**config.mk**
```make
export PLATFORM = sky130hd
export DESIGN_NAME = modular_exponentiation
export DESIGN_NICKNAME = d
export VERILOG_FILES = /design/src/design/mexp_pkg.sv /design/src/design/modular_exponentiation.sv /design/src/design/mexp_mulmod.sv
export SDC_FILE = /design/constraint.sdc
export NUM_CORES = 1
export LEC_CHECK = 0
export BUFFER_PORTS_ARGS = -buffer_cell sky130_fd_sc_hd__buf_2
export CAP_MARGIN = 10
export CORE_MARGIN = 4
export CORE_UTILIZATION = 65
export CTS_CLUSTER_DIAMETER = 200
export DETAILED_ROUTE_END_ITERATION = 6
export GPL_TIMING_DRIVEN = 0
export PLACE_DENSITY = 0.83
export SYNTH_ARGS = -nofsm -noshare
export SYNTH_HDL_FRONTEND = slang
export SYNTH_SLANG_ARGS = --single-unit
```
**constraint.sdc**
```tcl
create_clock -name clk -period 17.86 [get_ports clk]
set_input_delay 1.786 -clock clk [delete_from_list [all_inputs] [get_ports clk]]
set_output_delay 1.786 -clock clk [all_outputs]
set_load 0.01 [all_outputs]
```
**src/design/mexp_pkg.sv**
```systemverilog
// Shared constants and types for the modular exponentiation block.
`default_nettype none
package mexp_pkg;

  localparam int FIELD_W   = 32;
  localparam int OPERAND_W = 32;
  localparam int CNT_W     = $clog2(OPERAND_W);
  localparam int SUM_W     = OPERAND_W + 3;

  typedef logic [OPERAND_W-1:0] operand_t;
  typedef logic [OPERAND_W:0]   modulus_t;

  typedef struct packed {
    logic     go;
    operand_t mplier;
    operand_t mcand;
  } mul_req_t;

  typedef struct packed {
    logic     done;
    operand_t prod;
  } mul_rsp_t;

  typedef enum logic [4:0] {
    ST_IDLE   = 5'b00001,
    ST_REDUCE = 5'b00010,
    ST_NEXT   = 5'b00100,
    ST_MULT   = 5'b01000,
    ST_SQUARE = 5'b10000
  } state_t;

endpackage
`default_nettype wire

```
**src/design/modular_exponentiation.sv**
```systemverilog
// Top level: right-to-left square-and-multiply around a shared bit-serial multiplier.
// Sequence: each item needs one base reduction plus one square per exponent bit below
//   the highest set bit and one multiply per set bit, all through the shared multiplier.
// Throughput: one item at a time; busy stays high until the result strobe.
// Reset: synchronous active-low rst_n returns to idle and sets the modulus to 1.
// The result is shown for one cycle on out_valid; the receiver cannot stall it.
`default_nettype none
module modular_exponentiation (
  input  wire logic                          clk,
  input  wire logic                          rst_n,
  input  wire logic                          start,
  output logic                               busy,
  input  wire logic [mexp_pkg::FIELD_W-1:0]  in_base_value,
  input  wire logic [mexp_pkg::FIELD_W-1:0]  in_exponent_value,
  output logic                               out_valid,
  output logic [mexp_pkg::FIELD_W-1:0]       out_power_result,
  input  wire logic                          cfg_valid,
  output logic                               cfg_ready,
  input  wire logic [mexp_pkg::FIELD_W-1:0]  cfg_modulus
);
  import mexp_pkg::*;

  state_t               state_r, state_nxt;
  operand_t             exp_r, exp_nxt;
  operand_t             base_r, base_nxt;
  operand_t             acc_r, acc_nxt;
  logic [FIELD_W-1:0]   modulus_r, modulus_nxt;
  logic [FIELD_W-1:0]   result_r, result_nxt;
  logic                 out_valid_r, out_valid_nxt;

  modulus_t             mod_ext;
  mul_req_t             mul_req;
  mul_rsp_t             mul_rsp;

  // A zero modulus means wrap at the operand width: treat it as 2^OPERAND_W
  always_comb begin
    if (modulus_r[OPERAND_W-1:0] == '0) begin
      mod_ext = {1'b1, {OPERAND_W{1'b0}}};
    end else begin
      mod_ext = {1'b0, modulus_r[OPERAND_W-1:0]};
    end
  end

  mexp_mulmod u_mulmod (
    .clk     (clk),
    .rst_n   (rst_n),
    .modulus (mod_ext),
    .req     (mul_req),
    .rsp     (mul_rsp)
  );

  always_comb begin
    state_nxt      = state_r;
    exp_nxt        = exp_r;
    base_nxt       = base_r;
    acc_nxt        = acc_r;
    result_nxt     = result_r;
    out_valid_nxt  = 1'b0;
    modulus_nxt    = modulus_r;
    mul_req.go     = 1'b0;
    mul_req.mplier = base_r;
    mul_req.mcand  = base_r;

    // Take configuration writes at any time; the user must send them only while idle (not enforced)
    if (cfg_valid) begin
      modulus_nxt = cfg_modulus;
    end

    case (state_r)
      ST_IDLE: begin
        if (start) begin
          // Reduce the base first: base * 1 mod m through the shared unit
          exp_nxt        = in_exponent_value[OPERAND_W-1:0];
          acc_nxt        = OPERAND_W'(1);
          mul_req.go     = 1'b1;
          mul_req.mplier = in_base_value[OPERAND_W-1:0];
          mul_req.mcand  = OPERAND_W'(1);
          state_nxt      = ST_REDUCE;
        end
      end
      ST_REDUCE: begin
        if (mul_rsp.done) begin
          base_nxt  = mul_rsp.prod;
          state_nxt = ST_NEXT;
        end
      end
      ST_NEXT: begin
        if (exp_r == '0) begin
          // No bits left: deliver the running result, even the unreduced 1
          result_nxt    = FIELD_W'(acc_r);
          out_valid_nxt = 1'b1;
          state_nxt     = ST_IDLE;
        end else if (exp_r[0]) begin
          mul_req.go     = 1'b1;
          mul_req.mplier = acc_r;
          mul_req.mcand  = base_r;
          state_nxt      = ST_MULT;
        end else begin
          mul_req.go = 1'b1;
          state_nxt  = ST_SQUARE;
        end
      end
      ST_MULT: begin
        if (mul_rsp.done) begin
          // Drop the bit just used so the next pass squares the base
          acc_nxt    = mul_rsp.prod;
          exp_nxt    = {exp_r[OPERAND_W-1:1], 1'b0};
          state_nxt  = ST_NEXT;
        end
      end
      ST_SQUARE: begin
        if (mul_rsp.done) begin
          base_nxt  = mul_rsp.prod;
          exp_nxt   = {1'b0, exp_r[OPERAND_W-1:1]};
          state_nxt = ST_NEXT;
        end
      end
      default: begin
        state_nxt = ST_IDLE;
      end
    endcase
  end

  always_ff @(posedge clk) begin
    if (!rst_n) begin
      state_r     <= ST_IDLE;
      out_valid_r <= 1'b0;
      modulus_r   <= FIELD_W'(1);
    end else begin
      state_r     <= state_nxt;
      out_valid_r <= out_valid_nxt;
      modulus_r   <= modulus_nxt;
    end
    exp_r    <= exp_nxt;
    base_r   <= base_nxt;
    acc_r    <= acc_nxt;
    result_r <= result_nxt;
  end

  assign busy             = (state_r != ST_IDLE);
  assign cfg_ready        = 1'b1;
  assign out_valid        = out_valid_r;
  assign out_power_result = result_r;

endmodule
`default_nettype wire

```
**src/design/mexp_mulmod.sv**
```systemverilog
// Bit-serial interleaved modular multiplier, one multiplier bit per cycle.
`default_nettype none
module mexp_mulmod (
  input  wire logic              clk,
  input  wire logic              rst_n,
  input  wire mexp_pkg::modulus_t modulus,
  input  wire mexp_pkg::mul_req_t req,
  output mexp_pkg::mul_rsp_t     rsp
);
  import mexp_pkg::*;

  operand_t          a_r, a_nxt;
  operand_t          b_r, b_nxt;
  operand_t          r_r, r_nxt;
  logic [CNT_W-1:0]  cnt_r, cnt_nxt;
  logic              run_r, run_nxt;
  logic              done_r, done_nxt;

  logic [SUM_W-1:0]  sum;
  logic [SUM_W-1:0]  sub_one;
  logic [SUM_W-1:0]  sub_two;
  operand_t          step_val;

  // sum = 2r + bit*b stays below 3m; take off 0, m or 2m
  always_comb begin
    sum     = {2'b00, r_r, 1'b0} + (a_r[OPERAND_W-1] ? {3'b000, b_r} : '0);
    sub_one = sum - {2'b00, modulus};
    sub_two = sum - {1'b0, modulus, 1'b0};
    if (!sub_two[SUM_W-1]) begin
      step_val = sub_two[OPERAND_W-1:0];
    end else if (!sub_one[SUM_W-1]) begin
      step_val = sub_one[OPERAND_W-1:0];
    end else begin
      step_val = sum[OPERAND_W-1:0];
    end
  end

  always_comb begin
    a_nxt    = a_r;
    b_nxt    = b_r;
    r_nxt    = r_r;
    cnt_nxt  = cnt_r;
    run_nxt  = run_r;
    done_nxt = 1'b0;
    if (req.go) begin
      a_nxt   = req.mplier;
      b_nxt   = req.mcand;
      r_nxt   = '0;
      cnt_nxt = '0;
      run_nxt = 1'b1;
    end else if (run_r) begin
      r_nxt   = step_val;
      a_nxt   = {a_r[OPERAND_W-2:0], 1'b0};
      cnt_nxt = cnt_r + 1'b1;
      if (cnt_r == CNT_W'(OPERAND_W - 1)) begin
        run_nxt  = 1'b0;
        done_nxt = 1'b1;
      end
    end
  end

  always_ff @(posedge clk) begin
    if (!rst_n) begin
      run_r  <= 1'b0;
      done_r <= 1'b0;
      cnt_r  <= '0;
    end else begin
      run_r  <= run_nxt;
      done_r <= done_nxt;
      cnt_r  <= cnt_nxt;
    end
    a_r <= a_nxt;
    b_r <= b_nxt;
    r_r <= r_nxt;
  end

  assign rsp.done = done_r;
  assign rsp.prod = r_r;

endmodule
`default_nettype wire
```
# ---- Word level (Yosys, flattened, before mapping)
# Cells that the tools add are included.
dict set report word_totals {
  out_inout_bits 35
  register_bits 269
  elab_cells 76
}
dict set report op_classes {
  mux 27
  n_reduce_logical 17
  addsub 4
  n_bitwise 3
  eq_ne 11
}
# cell count
set op_table {}
lappend op_table {{$mux 32} 9}
lappend op_table {{$mux 65} 2}
lappend op_table {{$pmux 65 s2} 1}
lappend op_table {{$pmux 32 s3} 1}
lappend op_table {{$logic_not 32->1} 2}
lappend op_table {{$mux 64} 1}
lappend op_table {{$pmux 32 s2} 1}
lappend op_table {{$add 33x35->35} 1}
lappend op_table {{$sub 35x33->35} 1}
lappend op_table {{$sub 35x34->35} 1}
lappend op_table {{$mux 33} 1}
lappend op_table {{$mux 5} 4}
lappend op_table {{$pmux 5 s3} 1}
lappend op_table {{$eq 5x5->1 const B} 2}
lappend op_table {{$reduce_and 2->1} 4}
lappend op_table {{$reduce_and 4->1} 2}
lappend op_table {{$mux 1} 6}
lappend op_table {{$ne 2x1->1 const B} 3}
lappend op_table {{$reduce_bool 2->1} 3}
lappend op_table {{$reduce_or 3->1} 2}
lappend op_table {{$add 5x1->5 const B} 1}
lappend op_table {{$eq 5x1->1 const B} 1}
lappend op_table {{$eq 5x2->1 const B} 1}
lappend op_table {{$eq 5x3->1 const B} 1}
lappend op_table {{other kinds (7)} 10}

# ---- Depth between registers and ports, before layout
dict set report depth {
  ltp_word 5
  depth_mapped 28
  depth_no_buf 25
}

# ---- Cells and area by module
# Synthesis repeated with hierarchy kept, for this count alone.
dict set report hier_totals {
  cells_unflattened 1575
  area_unflattened_um2 16290.6
}
# mod cells_per_inst instances area_per_inst_um2 seq_area_each_um2
set by_module_without_submodules {}
lappend by_module_without_submodules {mexp_mulmod 1043 1 9158.8 2702.6}
lappend by_module_without_submodules {modular_exponentiation 532 1 7131.8 4604.4}

# ---- Worst setup path after synthesis
# Ideal clock, no wire load.
dict set report synth_path {
  path_kind {reg-to-reg}
  start {reg u_mulmod.a_r[31]}
  end {reg u_mulmod.r_r[20]}
  path_slack_ns 12.195
  path_stages_with_launch 25
  synth_period_minus_slack_ns 5.665
  t_arrival_ns 5.603
  setup_ns 0.062
  required_time_ns 17.798
  path_cell_list {edfxtp_1 clkbuf_1 and2_1 ha_1 nor2b_1 o31a_1 o21a_1 o2111ai_1 a21boi_0 o21a_1 o31a_1 o21a_1 or3_1 and2_1 ha_1 nor2_1 or4_1 o21a_1 o41ai_4 nand4b_1 and3b_1 buf_6 or4_4 a211o_1 nand3_1}
}
dict set report synth_between {
  elab_chain_cells 5
  elab_cells_between_ends 6
}
# element line
set synth_lines {}
lappend synth_lines {{from (decl)} mexp_mulmod.sv:12} ;# operand_t a_r, a_nxt;
lappend synth_lines {{from (signal assigned)} mexp_mulmod.sv:72} ;# a_r <= a_nxt;
lappend synth_lines {{$mux 32 (*)} mexp_mulmod.sv:26} ;# sum = {2'b00, r_r, 1'b0} + (a_r[OPERAND_W-1] ? {3'b000, b_r} : '0);
lappend synth_lines {{$add 33x35->35 (*)} mexp_mulmod.sv:26}
lappend synth_lines {{$sub 35x33->35} mexp_mulmod.sv:27} ;# sub_one = sum - {2'b00, modulus};
lappend synth_lines {{$mux 32} mexp_mulmod.sv:31} ;# end else if (!sub_one[SUM_W-1]) begin
lappend synth_lines {{$mux 32 (*)} mexp_mulmod.sv:29} ;# if (!sub_two[SUM_W-1]) begin
lappend synth_lines {{to (signal assigned)} mexp_mulmod.sv:74} ;# r_r <= r_nxt;
lappend synth_lines {{to (decl)} mexp_mulmod.sv:14} ;# operand_t r_r, r_nxt;
# Mark *: on every way between the ends. The rest lies on a longest branch, timed or not.
# A chain may end at the register's enable or synchronous reset.

# ---- Worst setup path after layout
dict set report layout_path {
  start {reg u_mulmod.a_r[31]}
  end {reg u_mulmod.r_r[29]}
}
# Same word-level chain as after synthesis.

==> qor.csv <==
stage;metric;value;unit
final_layout;utilization;0.750;
final_layout;final.fill_count;1714;
hold_path;hp-class;flip-flop to flip-flop;
yosys;syn_area;0.0162;mm²
power_and_ir_drop;power_leakage;7.40;nW
floorplanning;io_pins;135;
floorplanning;rows;57;
global_routing;antenna_found_initial;0;
yosys;synth_area_leaders;edfxtp_1 36%, dfxtp_1 9.5%, ha_1 7.6%;
power_and_ir_drop;power_frac_comb;0.565;
global_routing;grt_max_degree;34;
power_and_ir_drop;p_int;1.83;mW
power_and_ir_drop;p_sw_frac;0.426;
sta;setup_viol;0;
power_and_ir_drop;p_seq_frac;0.256;
cts;clock_sinks;269;
place;place_area;0.0174;mm²
cts;clockBufferDepth;3;
floorplanning;initial_core_util;0.663;
yosys;yosys-top-cells-count;192 x edfxtp_1, 121 x a21oi_1, 113 x o21ai_0, 111 x nor2_1, 100 x and2_1;
cts;cts_resized;0;
sta;hold_violations;0;
sta;worstMarginPinSlew;0.994;ns
yosys;synth_flop_cell;edfxtp_1;
status;status;finished, final reports clean;
power_and_ir_drop;switching_power;1.36;mW
yosys;async_flop_share;0;
final_layout;multi_input_comb_area;0.00839;mm²
setup_path;crit_arrival;7.25;ns
setup_path;path_max_fanout;10;
yosys;ys_warn_count;0;
routing;drc_errors;0;
power_and_ir_drop;power_density;174;mW/mm²
sta;fin_skew;0.0167;ns
global_routing;grt_pass1_wl;67600;µm
global_routing;grt_overflow_total;0;
routing;wirelength;42800;µm
routing;vias;13365;
cts;postCtsSetupRepairBufs;0;
sta;finalCritPeriodShare;0.379;
global_routing;grt.total_usage;0.298;
place;io_buffers;131;
final_layout;area_delta_synth_final;13.1;%
final_layout;n_antenna_cell;0;
yosys;synth_top_area_frac;0.356;
final_layout;fin_area;0.0183;mm²
setup_path;setup.worst_path.start_class;flip-flop;
cts;cts_tree;yes;
routing;drtIter0Drc;1722;
routing;ant_nets;0;
cts;cts_buffers;28;
yosys;avgSynthCellArea;10.0;µm²
run;max_cap_violations;0;
routing;wl_per_cell;20.1;µm
final_layout;final_nets;1983;
power_and_ir_drop;ir_worst_vdd;0.105;mV
place;routabilityCongestion;0.922;
final_layout;drive_gt1_frac;0.129;
setup_path;crit_path_top_delay_cell;a2111oi_0;
cts;h-tree-depth;1;
cts;insertion_delay;0.56;ns
yosys;synth-seq-cells;269;
setup_path;critPathMaxStageDelay;0.65;ns
sta;tns;0;ns
yosys;yosys.cell_count.top_type;edfxtp_1;
sta;slew_headroom;0.336;
sta;drv_slew;0;
yosys;synth_cell_types;82;
floorplanning;dieHeight;166;µm
setup_path;critical_path.top_delay_family;compound AO/OA/AOI/OAI gates;
cts;hold_buffers;0;
yosys;synthCells;1612;
setup_path;critPathBufInv;3;
floorplanning;coreArea;0.0244;mm²
sta;fin_crit;6.76;ns
routing;first_pass_iters;6;
final_layout;regArea;0.00731;mm²
sta;rsz0062_at_grt;no;
yosys;ys_seq_area_frac;0.452;
sta;fmax;148;MHz
floorplanning;die_area;0.0275;mm²
yosys;synth_top_cell_by_area;edfxtp_1;
cts;path_clk_slew;0.06;ns
setup_path;crit_required;18.34;ns
setup_path;worstSetupEndpointType;flip-flop;
floorplanning;die_x;166;µm
global_routing;grt_pass1_vias;13003;
setup_path;path_class;flip-flop to flip-flop;
yosys;synth_edf_count;192;
routing;via_per_inst;6.28;
power_and_ir_drop;power_frac_clock;0.179;
yosys;syn-num-nets;1813;
place;hpwlAfterDp;32000;µm
cts;clockRootBuffer;clkbuf_16;
setup_path;crit_top_cell;o21a_1;
==> worst reg2reg max path: stages (launching register included) <==
cell	delay (ns)
edfxtp_1	0.48
clkbuf_1	0.31
and2_1	0.22
ha_1	0.29
nor2b_1	0.16
o31a_1	0.30
o21a_1	0.27
o2111ai_1	0.19
a21boi_0	0.13
o21a_1	0.21
o31a_1	0.26
o21a_1	0.18
or3_1	0.34
and2_1	0.21
ha_1	0.31
nor2_1	0.05
or4_1	0.49
o21a_1	0.26
o41ai_4	0.36
nand4b_1	0.14
and3b_1	0.20
buf_6	0.14
buf_2	0.23
a2111oi_0	0.65
o21ai_1	0.15
o21ai_0	0.15
==> kinds of logic (layout without fill, tap and decap cells) <==
logic type / count (synthesis) / in the layout / share of synthesized area
DFF: 269 / 269 / 0.452
and+or+nand+nor: 487 / 487 / 0.158
other: 1 / 1 / 0.000232
xor gates and xnor gates: 71 / 71 / 0.0384
adders and majority gates: 102 / 102 / 0.0801
AOI/OAI and AO/OA: 481 / 481 / 0.195
muxes: 71 / 71 / 0.0454
buffers and inverters: 130 / 321 / 0.0312
==> worst paths after layout <==
kind / startpoint / to / slack [ns] / depth (start not counted)
hold reg to reg: acc_r[20] / out_power_result[20] / 0.46 / 0
setup reg to reg: u_mulmod.a_r[31] / u_mulmod.r_r[29] / 11.10 / 25
hold / removal: acc_r[20] / out_power_result[20] / 0.46 / 0
setup / recovery: u_mulmod.a_r[31] / u_mulmod.r_r[29] / 11.10 / 25
==> metrics by stage <==
stage | power [mW] | setup WS (ns) | instances | hold WS [ns]
floorplan | 2.16 | 12.19 | 1612 | 0.426
global placement | 2.54 | 11.33 | 2067 | 0.430
detailed placement | 2.57 | 11.24 | 2075 | 0.432
CTS | 3.15 | 11.17 | 2126 | 0.457
global route | 3.40 | 10.72 | 2127 | 0.459
finish | 3.19 | 11.10 | 2127 | 0.459
==> flip-flops by register name, indices dropped and copies added (netlist names) <==
register          cells
state_r               5
base_r               32
exp_r                32
u_mulmod.r_r         32
u_mulmod.run_r        1
modulus_r            32
out_power_result     32
u_mulmod.done_r       1
u_mulmod.cnt_r        5
u_mulmod.a_r         32
u_mulmod.b_r         32
out_valid             1
acc_r                32
==> power by group through the flow <==
stage | registers, mW | clock network (mW) | logic, mW
3_3_place_gp | 0.824 | 0 | 1.72
5_1_grt | 0.822 | 0.600 | 1.97
3_5_place_dp | 0.826 | 0 | 1.75
2_1_floorplan | 0.796 | 0 | 1.36
6_report | 0.817 | 0.570 | 1.80
4_1_cts | 0.814 | 0.571 | 1.77
==> metal layers <==
layer | share of wire | track usage
met3 | 0.082 | 0.0407
met4 | 0.025 | 0.0725
met5 | 0 | 0
met1 | 0.43 | 0.426
met2 | 0.46 | 0.486
==> final cells by class <==
| class | instances | share of cell area |
|---|---|---|
| plain buffers | 70 | 0.0153 |
| clock buffers | 31 | 0.0389 |
| clock inverters | 20 | 0.0103 |
| inverters | 60 | 0.0123 |
| multi-input cells | 1213 | 0.459 |
| flip-flops and latches | 269 | 0.399 |
| well taps | 324 | 0.0222 |
| repair buffers | 140 | 0.0430 |
==> placed cells by master (no fill, tap or decap), drive strengths merged, types with 14 or more instances in the layout <==
master / synthesis / final
a211oi: 14 / 14
ha: 98 / 98
xor2: 25 / 25
mux2i: 52 / 52
a21oi: 121 / 121
nand2: 95 / 95
nor2b: 45 / 45
inv: 60 / 63
nor4: 17 / 17
o21ai: 117 / 117
nand2b: 19 / 19
o21a: 22 / 22
mux2: 19 / 19
a22o: 32 / 32
nand3: 18 / 18
edfxtp: 192 / 192
a31oi: 18 / 18
and2: 101 / 101
nor2: 111 / 111
clkbuf: 58 / 89
xnor2: 46 / 46
dfxtp: 77 / 77
nor3: 15 / 15
buf: 12 / 152
a21o: 70 / 70
No activity file was read; power rests on OpenSTA's default activity.
